==> src/hdl/tnt_pkg.sv <==
`timescale 1ns / 1ps
// shared constants and width helpers for the triangle normal/tangent block
// no dependencies
package tnt_pkg;

  localparam int COORD_WIDTH_DEF = 16;
  localparam int UNIT_FRAC_DEF   = 14;
  localparam int TEXV_WIDTH      = 16;
  localparam int OUT_WIDTH       = 16;
  // largest normalized magnitude lies in [2^30, 2^31)
  localparam int NORM_WIDTH      = 31;
  localparam int SUMSQ_WIDTH     = 64;
  localparam int ROOT_WIDTH      = 32;
  localparam int FIFO_DEPTH      = 4;

  // width of an exact raw normal or tangent component
  function automatic int raw_width(input int cw);
    int wn;
    int wt;
    wn = 2 * cw + 3;
    wt = cw + TEXV_WIDTH + 3;
    return (wn > wt) ? wn : wt;
  endfunction

endpackage

==> src/hdl/tnt_fifo.sv <==
`timescale 1ns / 1ps
// small queue between front and back ends
// depends on tnt_pkg
module tnt_fifo #(
  parameter int W     = 8,
  parameter int DEPTH = tnt_pkg::FIFO_DEPTH
) (
  input  logic clk,
  input  logic rst,
  input  logic push_valid,
  output logic push_ready,
  input  logic [W-1:0] push_data,
  output logic pop_valid,
  input  logic pop_ready,
  output logic [W-1:0] pop_data
);
  import tnt_pkg::*;

  localparam int AW = (DEPTH > 1) ? $clog2(DEPTH) : 1;

  logic [W-1:0] mem [DEPTH];
  logic [AW-1:0] wp, rp;
  logic [AW:0] count;
  logic [W-1:0] head;
  logic head_valid;
  logic do_push, do_pop;
  logic load, from_mem, bypass, do_write;

  assign push_ready = count != (AW+1)'(DEPTH);
  assign pop_valid  = head_valid;
  assign pop_data   = head;
  assign do_push    = push_valid && push_ready;
  assign do_pop     = head_valid && pop_ready;
  // head register takes the oldest stored entry, or the incoming one when the store is empty
  assign load       = !head_valid || do_pop;
  assign from_mem   = load && (count != '0);
  assign bypass     = load && (count == '0) && do_push;
  assign do_write   = do_push && !bypass;

  always_ff @(posedge clk) begin
    if (do_write) begin
      mem[wp] <= push_data;
    end
    if (from_mem) begin
      head <= mem[rp];
    end else if (bypass) begin
      head <= push_data;
    end
  end

  always_ff @(posedge clk) begin
    if (rst) begin
      wp         <= '0;
      rp         <= '0;
      count      <= '0;
      head_valid <= 1'b0;
    end else begin
      if (do_write) begin
        wp <= (wp == AW'(DEPTH - 1)) ? '0 : wp + 1'b1;
      end
      if (from_mem) begin
        rp <= (rp == AW'(DEPTH - 1)) ? '0 : rp + 1'b1;
      end
      if (do_write && !from_mem) begin
        count <= count + 1'b1;
      end else if (from_mem && !do_write) begin
        count <= count - 1'b1;
      end
      if (load) begin
        head_valid <= from_mem || bypass;
      end
    end
  end

endmodule

==> config.mk <==
export PLATFORM = sky130hd
export DESIGN_NAME = tnt_fifo
export DESIGN_NICKNAME = d
export VERILOG_FILES = /design/src/hdl/tnt_pkg.sv /design/src/hdl/tnt_fifo.sv
export SDC_FILE = /design/constraint.sdc
export NUM_CORES = 1
export LEC_CHECK = 0
export BUFFER_PORTS_ARGS = -buffer_cell sky130_fd_sc_hd__buf_2
export CORE_MARGIN = 2
export CORE_UTILIZATION = 30
export CTS_CLUSTER_DIAMETER = 80
export DETAILED_ROUTE_END_ITERATION = 12
export PLACE_DENSITY_LB_ADDON = 0.2
export SYNTH_ARGS = -nofsm -noshare
export SYNTH_HDL_FRONTEND = slang
export SYNTH_SLANG_ARGS = --single-unit
==> constraint.sdc <==
create_clock -name clk -period 4.25 [get_ports clk]
set_input_delay 0.2125 -clock clk [delete_from_list [all_inputs] [get_ports clk]]
set_output_delay 0.2125 -clock clk [all_outputs]
set_load 0.05 [all_outputs]
Word level (Yosys, flattened, before mapping)
Memory sizes are Yosys's and may differ from the RTL's. A register that Yosys moved wholly into a read port is not among the register bits.
Cells that the tools add are included.
{ "word_totals": {"n_memories": 1, "output_inout_bits": 10, "register_bits": 16, "ram_bits": 32} }
{ "classes": {"muxes": 10, "n_addsub": 4, "n_reduce_logical": 18, "n_eq_ne": 3} }
{ "memory_table": {"columns": ["name", "depth", "word_bits", "read_ports", "rd_ports_with_merged_regs", "wr", "line", "source"], "rows": [
  ["mem", 4, 8, 1, 1, 1, "tnt_fifo.sv:21", "logic [W-1:0] mem [DEPTH];"]
]} }
{ "ops": {"columns": ["cell", "count"], "rows": [
  ["$mux W8", 2],
  ["$logic_and A1 B1 Y1", 8],
  ["$mux W2", 4],
  ["$mux W3", 2],
  ["$add A2 B1 Y2 const B", 2],
  ["$eq A2 B2 Y1 const B", 2],
  ["$logic_not A1 Y1", 4],
  ["$reduce_bool A2 Y1", 2],
  ["$add A3 B1 Y3 const B", 1],
  ["$logic_not A3 Y1", 1],
  ["$ne A3 B3 Y1 const B", 1],
  ["$reduce_bool A3 Y1", 1],
  ["$sub A3 B1 Y3 const B", 1],
  ["$logic_or A1 B1 Y1", 2],
  ["$mux W1", 2]
]} }

Depth between registers and ports, before layout
Gate-level depths: netlist of run 1.
{ "logic_depth": {"depth_word": 10, "ltp_mapped": 7, "mapped_depth_nobuf": 7} }

Least setup slack after synthesis of run 1
OpenSTA, ideal clock, no wires.
{ "synth_path": {"kind": "register to register", "start": "register head_valid, in the netlist pop_valid", "end": "memory mem[3][0], enable pin", "stages_incl_launch_ff": 4, "setup_slack_ps": 2298, "arrival_ps": 1621, "period_less_slack_ps": 1952, "path_cell_list": "dfxtp_1 or3b_1 a21boi_2 and2_1"} }
{ "synth_via": {"elab_chain_cells": 8, "elab_cells_between_ends": 9, "cone_classes": "mux (2); reduce/logical (7)"} }
{ "synth_rtl": {"columns": ["element", "line", "source"], "rows": [
  ["start, declared", "tnt_fifo.sv:25", "logic head_valid;"],
  ["start signal, assigned", "tnt_fifo.sv:70", "head_valid <= from_mem || bypass;"],
  ["$logic_not A1 Y1 / $logic_and A1 B1 Y1 (equally long branches)", "tnt_fifo.sv:35, tnt_fifo.sv:33", null],
  ["$logic_or A1 B1 Y1 (*)", "tnt_fifo.sv:35", "assign load = !head_valid || do_pop;"],
  ["$logic_and A1 B1 Y1 (*) (2 in a row)", "tnt_fifo.sv:37", "assign bypass = load && (count == '0) && do_push;"],
  ["$logic_not A1 Y1 (*)", "tnt_fifo.sv:38", "assign do_write = do_push && !bypass;"],
  ["$logic_and A1 B1 Y1 (*)", "tnt_fifo.sv:38", null],
  ["$mux W1 (*)", "tnt_fifo.sv:41", "if (do_write) begin"],
  ["$mux W1 (implied by the code) (*)", "tnt_fifo.sv:42", "mem[wp] <= push_data;"],
  ["end, declared", "tnt_fifo.sv:21", null]
]} }
Every way passes the cells marked *; elsewhere a longest branch is shown, timed or not.

Worst setup path in the final report of run 1
{ "layout_path": {"start": "register head_valid, in the netlist pop_valid", "end": "memory mem[2][6], enable pin"} }
The elaborated chain is that of the path after synthesis.

==> results by group, run 1 <==
Yosys
  • Mapped Cells: 121
  • Unique masters post-synth: 35
  • Top cells by count, synth: edfxtp_1 (40), dfxtp_1 (10), nor2_1 (9), mux2_4 (8), mux4_2 (8)
  • Top post-synthesis cells by area: edfxtp_1 (57%), dfxtp_1 (9.5%), mux4_2 (8.5%), mux2_4 (5.7%), ha_1 (3.0%)
  • Seq/Total Area, Yosys: 0.664
  • YS warnings: 0
  • Synth Area per Inst: 17.4 sq um
  • Synth top area share: 0.569
  • Simple-Gate Fraction of Synth Area: 0.0723
  • Synth Area in XOR/XNOR: 0.00415
  • Cell Area, Synth: 2110 sq um
  • Post-synth top area cell: edfxtp_1
  • Adder-Cell Fraction of Synth Area: 0.0391
  • Most frequent cell after synthesis: edfxtp_1
  • Ys async rst share: 0
  • Commonest register cell after synthesis: edfxtp_1
  • Largest family of logic cells by synthesized area: multiplexers
  • Complex-gate fraction of the synthesized area: 0.0456
  • FF+latch count, synth: 50
  • Post-synth EDFFs: 40
  • Syn_nets: 139
  • Mux contribution to synthesized area: 0.156

STA
  • Clock Skews: 0.00660 ns
  • Final WS setup: 2.36 ns
  • Tcrit/Tclk final: 0.444
  • Fmax: 530 MHz
  • Slew @ Worst Pin: 0.809 ns
  • Relative slew slack: 0.458
  • Final Max Slew Viols: 0
  • RSZ-0062 raised after global routing: false
  • Number of hold violations in the final report: 0
  • Final TNS setup: 0 ns
  • Tmin final: 1.89 ns
  • Final setup violation count: 0

Run
  • Max-capacitance violation count: 0

Place
  • Pre-CTS setup slack: 2.38 ns
  • Gpl congestion: 0.761
  • Port bufs: 21
  • HPWL Detailed: 2.55 mm

Route
  • WL/cell: 15.1 um
  • ANT nets after route: 0
  • Vias: 1074
  • DR pass1 iterations: 4
  • Vias/cell: 4.44
  • Violation count after the first detailed-routing iteration: 69
  • Final wirelength: 3.65 mm
  • Post-route DRC: 0

CTS
  • Hold_buf cts: 0
  • CTS Root Cell: clkbuf_8
  • Longest Clk Path Bufs: 2
  • H-Tree Depth: 2
  • Clk sinks: 50
  • Num CTS Buffers: 5
  • Setup bufs post-CTS: 0
  • CTS tree: yes
  • CTS resizes: 0
  • Worst-Skew Late Latency: 0.29 ns
  • Clk slew on worst S/H paths: 0.09 ns

Pwr
  • Maximum VDD drop: 0.000208 V
  • Total Power: 1.75 mW
  • Pwr dens: 722 nW/um^2
  • Leakage: 0.858 nW

Layout
  • Final nets: 163
  • Fill cell count: 636
  • Share of cells above drive strength 1: 0.342
  • Flip-flop and latch area: 1400 sq um
  • Area of the multi-input gates: 671 sq um
  • # diodes: 0
  • Syn-to-layout area delta: 14.8%

Critical path
  • Setup crit end kind: register
  • Slowest cell on the critical path: and2_1
  • Worst Path Class, Setup: reg -> reg
  • Cells on worst reg2reg path: 3
  • CP startpoint kind: register
  • Crit path arrival time: 1.83 ns
  • Worst path cell trace: or3b_1 -> a21boi_2 -> and2_1
  • Critical path's largest stage delay: 0.47 ns
  • Worst Path Required: 4.19 ns
  • Crit Path Max Fanout: 8

Floorplan
  • Die H: 87.9 um
  • Die width: 87.9 um
  • Core area: 6790 sq um
  • Total Die Area: 7720 sq um
  • Top Ports: 22
  • Initial cell density of the core: 0.311
  • Num rows: 30

Min path
  • Hold depth: 1
  • Worst min-delay path category: in -> reg

Run status
  • Status: finished, final reports clean

GRT
  • Initial antenna violation count: 0
  • Largest net degree at the start of global routing: 16
  • First-pass GRT wire length: 5.78 mm
  • GRT Overall Usage: 0.102
  • Number of global-route vias before repair: 1067
  • GRT overflow: 0
==> cell usage in the layout (no fill, tap or decap), drive strengths merged, types with 3 or more instances in the layout <==
cell type | synthesis | routed
mux4 | 8 | 8
dfxtp | 10 | 10
inv | 4 | 4
edfxtp | 40 | 40
and2 | 5 | 5
mux2i | 3 | 3
nor2 | 9 | 9
buf | 3 | 21
mux2 | 8 | 8
clkbuf | 1 | 6
ha | 5 | 5
==> flip-flops by register name (all words and copies together) (netlist names), named ones only <==
register	flops
rp	2
mem	32
pop_data	8
wp	2
pop_valid	1
count	3
==> critical path: cells and delay by family (launching register included) <==
kind               cells  cell delay, ns
and+or+nand+nor        2            0.85
DFF                    1            0.41
AOI/OAI and AO/OA      1            0.27
==> power by group <==
group	internal [mW]	total, mW	switching [mW]
clock network	0.176	0.326	0.150
registers	0.664	0.746	0.0817
logic	0.291	0.677	0.386
==> final cells by class <==
type	count	share of cell area
Clock inverter	2	0.0155
Multi-Input combinational cell	63	0.277
Sequential cell	50	0.579
Inverter	4	0.00620
Timing Repair Buffer	21	0.0434
Tap cell	96	0.0496
Clock buffer	6	0.0300
==> metrics by stage <==
step | utilization | std cells | area, sq um | hold WS (ns)
2_1_floorplan | - | 121 | 2110 | 0.311
3_3_place_gp | 0.340 | 234 | 2310 | 0.455
3_5_place_dp | 0.340 | 234 | 2310 | 0.460
4_1_cts | 0.357 | 242 | 2420 | 0.143
5_1_grt | 0.357 | 242 | 2420 | 0.156
6_report | 0.357 | 242 | 2420 | 0.153
==> kinds of logic after synthesis <==
logic type / Yosys count
xor gates and xnor gates: 1
AOI/OAI and AO/OA: 11
DFF: 50
muxes: 19
buffers and inverters: 8
adders and majority gates: 6
and+or+nand+nor: 26
==> worst paths after layout <==
path,startpoint,to,slack [ns]
max,pop_valid,mem[2][6],2.36
min,push_data[2],mem[1][2],0.15
max reg2reg,pop_valid,mem[2][6],2.36
min reg2reg,wp[1],wp[1],0.56
==> layer usage <==
| metal | vias to the layer above | share of wire | global-route usage |
|---|---|---|---|
| li1 | 510 | - | - |
| met1 | 547 | 0.47 | 0.129 |
| met2 | 13 | 0.49 | 0.169 |
| met3 | 4 | 0.035 | 0.0264 |
| met4 | 0 | 0.012 | 0.0378 |
| met5 | - | 0 | 0 |
Note: power is estimated with default switching activity, not from simulation.
==> run 2, diff against run 1 <==
clock period = 1.9 ns   (was 4.25 ns; I/O delays follow)
==> run 2 against run 1 <==
Effect of this change: die area is the same; sequential share of layout area shrank 0.63 points; register-to-register slack lost 2.3 ns; final cell count grew 2.1%; cell area grew 1.2%; maximum frequency grew 5.2%.
==> results by group, run 2 (synthesis gave the netlist of run 1 again) <==
Floorplan
  • Num rows: 30
  • Core area: 6790 sq um
  • Initial cell density of the core: 0.311
  • Die H: 87.9 um
  • Total Die Area: 7720 sq um
  • Die width: 87.9 um
  • Top Ports: 22

Critical path
  • Crit Path Max Fanout: 8
  • Critical path's largest stage delay: 0.45 ns
  • Top Family by Delay on Critical Path: simple AND/OR/NAND/NOR gates
  • Worst Path Required: 1.86 ns
  • Critical path buffer and inverter count: 0
  • Crit path arrival time: 1.75 ns
  • Worst Path Class, Setup: reg -> reg
  • CP startpoint kind: register
  • Worst path cell trace: or3b_1 -> a21boi_2 -> and2_1
  • Setup crit end kind: register
  • Slowest cell on the critical path: and2_1

Place
  • Port bufs: 21
  • HPWL Detailed: 2.62 mm
  • Pre-CTS setup slack: 0.0997 ns
  • Gpl congestion: 0.859

Pwr
  • Total Power: 3.87 mW
  • Leakage: 0.878 nW
  • Maximum VDD drop: 0.000499 V
  • Pwr dens: 1580 nW/um^2

Route
  • Post-route DRC: 0
  • Violation count after the first detailed-routing iteration: 94
  • ANT nets after route: 0
  • Vias: 1123
  • WL/cell: 15.2 um
  • DR pass1 iterations: 4
  • Vias/cell: 4.55
  • Final wirelength: 3.77 mm

Layout
  • Most frequent cells in the layout: edfxtp_1 (40), buf_2 (21), dfxtp_1 (9)
  • Syn-to-layout area delta: 16.1%
  • Final nets: 168
  • Fill cell count: 641
  • Most common cell after layout, fill and taps aside: edfxtp_1
  • Register with the most flip-flops: mem
  • # diodes: 0
  • Max FFs per register: 32
  • Share of cells above drive strength 1: 0.377

STA
  • Final setup violation count: 0
  • Clock Skews: 0.00481 ns
  • Fmax: 557 MHz
  • Relative slew slack: 0.480
  • Slew @ Worst Pin: 0.777 ns
  • Tcrit/Tclk final: 0.945
  • Final WS setup: 0.105 ns
  • Tmin final: 1.79 ns
  • Final Max Slew Viols: 0
  • Number of hold violations in the final report: 0
  • Final TNS setup: 0 ns
  • RSZ-0062 raised after global routing: false

GRT
  • GRT overflow: 0
  • First-pass GRT wire length: 5.97 mm
  • GRT Overall Usage: 0.108
  • Largest net degree at the start of global routing: 16
  • Number of global-route vias before repair: 1197
  • Initial antenna violation count: 0

CTS
  • Longest Clk Path Bufs: 2
  • Worst-Skew Late Latency: 0.30 ns
  • H-Tree Depth: 2
  • CTS tree: yes
  • Clk slew on worst S/H paths: 0.09 ns
  • Num CTS Buffers: 5
  • CTS Root Cell: clkbuf_8
  • Clk sinks: 50

Run status
  • Status: finished, final reports clean

Min path
  • Worst min-delay path category: in -> reg

Run
  • Max-capacitance violation count: 0
==> run 2: power by group <==
part	total [mW]	switching, mW	internal, mW	leakage [nW]
clock network	0.598	0.345	0.253	0.0416
registers	1.62	0.135	1.49	0.453
logic	1.65	0.946	0.700	0.384
==> run 2: what timing repair did <==
action,CTS,global route
setup endpoints to repair,0,1
buffers inserted,0,0
gates resized for setup,0,1
hold buffers,0,0
==> run 2: path summary, 6_finish.rpt <==
check	from	to	slack, ns	cells past startpoint
worst min-delay path	push_data[3]	mem[3][3]	0.02	1
worst max-delay path	count[2]	mem[2][6]	0.11	3
worst min register to register	rp[1]	rp[1]	0.56	2
worst max register to register	count[2]	mem[2][6]	0.11	3
==> run 2: metal layers <==
metal  global-route usage  vias up  wire length (um)  part of all wire
met5                    0        -                 0                 0
met4               0.0378        0                63             0.017
met3               0.0358        5               223             0.059
met2                0.185       34              1920              0.51
met1                0.127      562              1550              0.41
li1                     -      522                 -                 -
==> run 2: worst reg2reg max path: stages (launching register included) <==
cell      delay, ns
dfxtp_1        0.36
or3b_1         0.41
a21boi_2       0.23
and2_1         0.45
==> run 2: stage by stage <==
| step | instances | util | cell area [sq um] | hold slack, ns |
|---|---|---|---|---|
| 5_1_grt | 247 | 0.361 | 2450 | 0.0199 |
| 6_report | 247 | 0.361 | 2450 | 0.0246 |
| 2_1_floorplan | 121 | - | 2110 | 0.194 |
| 3_3_place_gp | 239 | 0.348 | 2360 | 0.333 |
| 3_5_place_dp | 239 | 0.348 | 2360 | 0.339 |
| 4_1_cts | 247 | 0.360 | 2450 | 0.0178 |
==> run 2: cell type report <==
cell class | count | area, sq um | share of cell area
Inverter | 4 | 15.0 | 0.00613
Multi-Input combinational cell | 63 | 673 | 0.275
Clock inverter | 3 | 16.3 | 0.00664
Sequential cell | 50 | 1400 | 0.572
Timing Repair Buffer | 26 | 155 | 0.0633
Clock buffer | 5 | 68.8 | 0.0281
Tap cell | 96 | 120 | 0.0490
==> run 3, diff against run 2 <==
clock period = 2.27 ns   (was 1.9 ns; I/O delays follow)
==> run 3 against run 2 <==
Effect of this change: final cell count is 1.6% lower; flip-flop and latch count stayed put; sequential power is 14% lower; critical endpoint is now count[2]; worst hold slack better by 0.023 ns; clock power is 4.7% higher; utilization is 0.28 points lower; total power is 14% lower; global-route usage is 0.67 points lower.
==> results by group, run 3 (synthesis gave the netlist of run 1 again) <==
Layout
  • Post-Layout Cell Count: 243
  • Fill cell count: 635
  • Share of cells above drive strength 1: 0.354
  • Syn-to-layout area delta: 15.2%
  • Register with the most flip-flops: mem
  • Most common cell after layout, fill and taps aside: edfxtp_1
  • # diodes: 0
  • Max FFs per register: 32
  • Final nets: 164
  • Most frequent cells in the layout: edfxtp_1 (40), buf_2 (21), dfxtp_1 (10)

Floorplan
  • Core area: 6790 sq um
  • Initial cell density of the core: 0.311
  • Die H: 87.9 um
  • Num rows: 30
  • Top Ports: 22
  • Die width: 87.9 um
  • Total Die Area: 7720 sq um

Critical path
  • CP startpoint kind: register
  • Critical path's largest stage delay: 0.46 ns
  • Critical path buffer and inverter count: 0
  • R2R Setup Slk: 0.39 ns
  • Setup crit end kind: register
  • Crit path arrival time: 2.08 ns
  • Top Family by Delay on Critical Path: compound AO/OA/AOI/OAI gates
  • Worst Path Class, Setup: reg -> reg
  • Worst path cell trace: nor2_1 -> a21oi_1 -> fa_1 -> o32ai_1 -> nand2_1 -> o211a_1
  • Cells on worst reg2reg path: 6
  • Worst Path Required: 2.46 ns
  • Slowest cell on the critical path: fa_1
  • Worst path depth: 6
  • Crit Path Max Fanout: 5

GRT
  • GRT Overall Usage: 0.101
  • Met3 Track Usage GR: 0.0320
  • Initial antenna violation count: 0
  • GRT overflow: 0
  • GRT busiest layer: met2
  • Largest net degree at the start of global routing: 17
  • Grt met1 use: 0.122
  • Met2 GRT Util: 0.170
  • First-pass GRT wire length: 5.76 mm
  • Number of global-route vias before repair: 1142

CTS
  • H-Tree Depth: 2
  • Num CTS Buffers: 5
  • Worst-Skew Late Latency: 0.30 ns
  • Hold_buf cts: 0
  • CTS resizes: 0
  • Setup bufs post-CTS: 0
  • Longest Clk Path Bufs: 2
  • CTS Root Cell: clkbuf_8
  • Clk slew on worst S/H paths: 0.10 ns
  • Clk sinks: 50
  • CTS tree: yes

Min path
  • Worst min-delay path category: in -> reg
  • Hold depth: 1

STA
  • Clock Skews: 0.00778 ns
  • Fmax: 531 MHz
  • Relative slew slack: 0.618
  • Number of hold violations in the final report: 0
  • Tcrit/Tclk final: 0.830
  • Tmin final: 1.88 ns
  • Final TNS setup: 0 ns
  • Slew @ Worst Pin: 0.573 ns
  • RSZ-0062 raised after global routing: false
  • Final Max Slew Viols: 0
  • Final setup violation count: 0

Place
  • Gpl congestion: 0.774
  • HPWL Detailed: 2.51 mm
  • Port bufs: 21
  • Dpl cells: 235

Route
  • Post-route DRC: 0
  • Vias/cell: 4.41
  • Vias: 1072
  • DR pass1 iterations: 4
  • Violation count after the first detailed-routing iteration: 37
  • WL/cell: 14.7 um
  • ANT nets after route: 0
  • Final wirelength: 3.56 mm

Pwr
  • Maximum VDD drop: 0.000433 V
  • Pwr dens: 1360 nW/um^2
  • Total Power: 3.31 mW
  • Leakage: 0.870 nW

Run status
  • Status: finished, final reports clean

Run
  • Max-capacitance violation count: 0
-- run 3: where the power goes --
group / internal, mW / leakage (nW) / switching, mW
clock: 0.331 / 0.0585 / 0.296
sequential: 1.24 / 0.452 / 0.150
combinational: 0.556 / 0.359 / 0.732
-- run 3: per-stage QoR --
stage	area (sq um)	utilization	hold WS [ns]	setup slack, ns
final	2430	0.358	0.0477	0.386
after global routing	2430	0.358	0.0397	0.294
after CTS	2430	0.358	0.0372	0.393
after detailed placement	2320	0.341	0.358	0.404
after global placement	2320	0.341	0.356	0.413
after floorplan	2110	-	0.212	0.318
-- run 3: path summary, 6_finish.rpt --
| kind | startpoint | end |
|---|---|---|
| hold reg to reg | rp[0] | rp[0] |
| hold / removal | push_data[0] | mem[1][0] |
| setup / recovery | count[0] | count[2] |
| setup reg to reg | count[0] | count[2] |
-- run 3: final cells by class --
class | count | area (sq um) | share of cell area
flip-flops and latches | 50 | 1400 | 0.576
multi-input cells | 63 | 671 | 0.276
well taps | 96 | 120 | 0.0494
repair buffers | 22 | 113 | 0.0463
clock buffers | 5 | 68.8 | 0.0283
clock inverters | 3 | 43.8 | 0.0180
inverters | 4 | 15.0 | 0.00617
-- run 3: metal layers --
metal	vias up	wire [um]
li1	511	-
met1	528	1520
met2	27	1810
met3	6	193
met4	0	36
met5	-	0
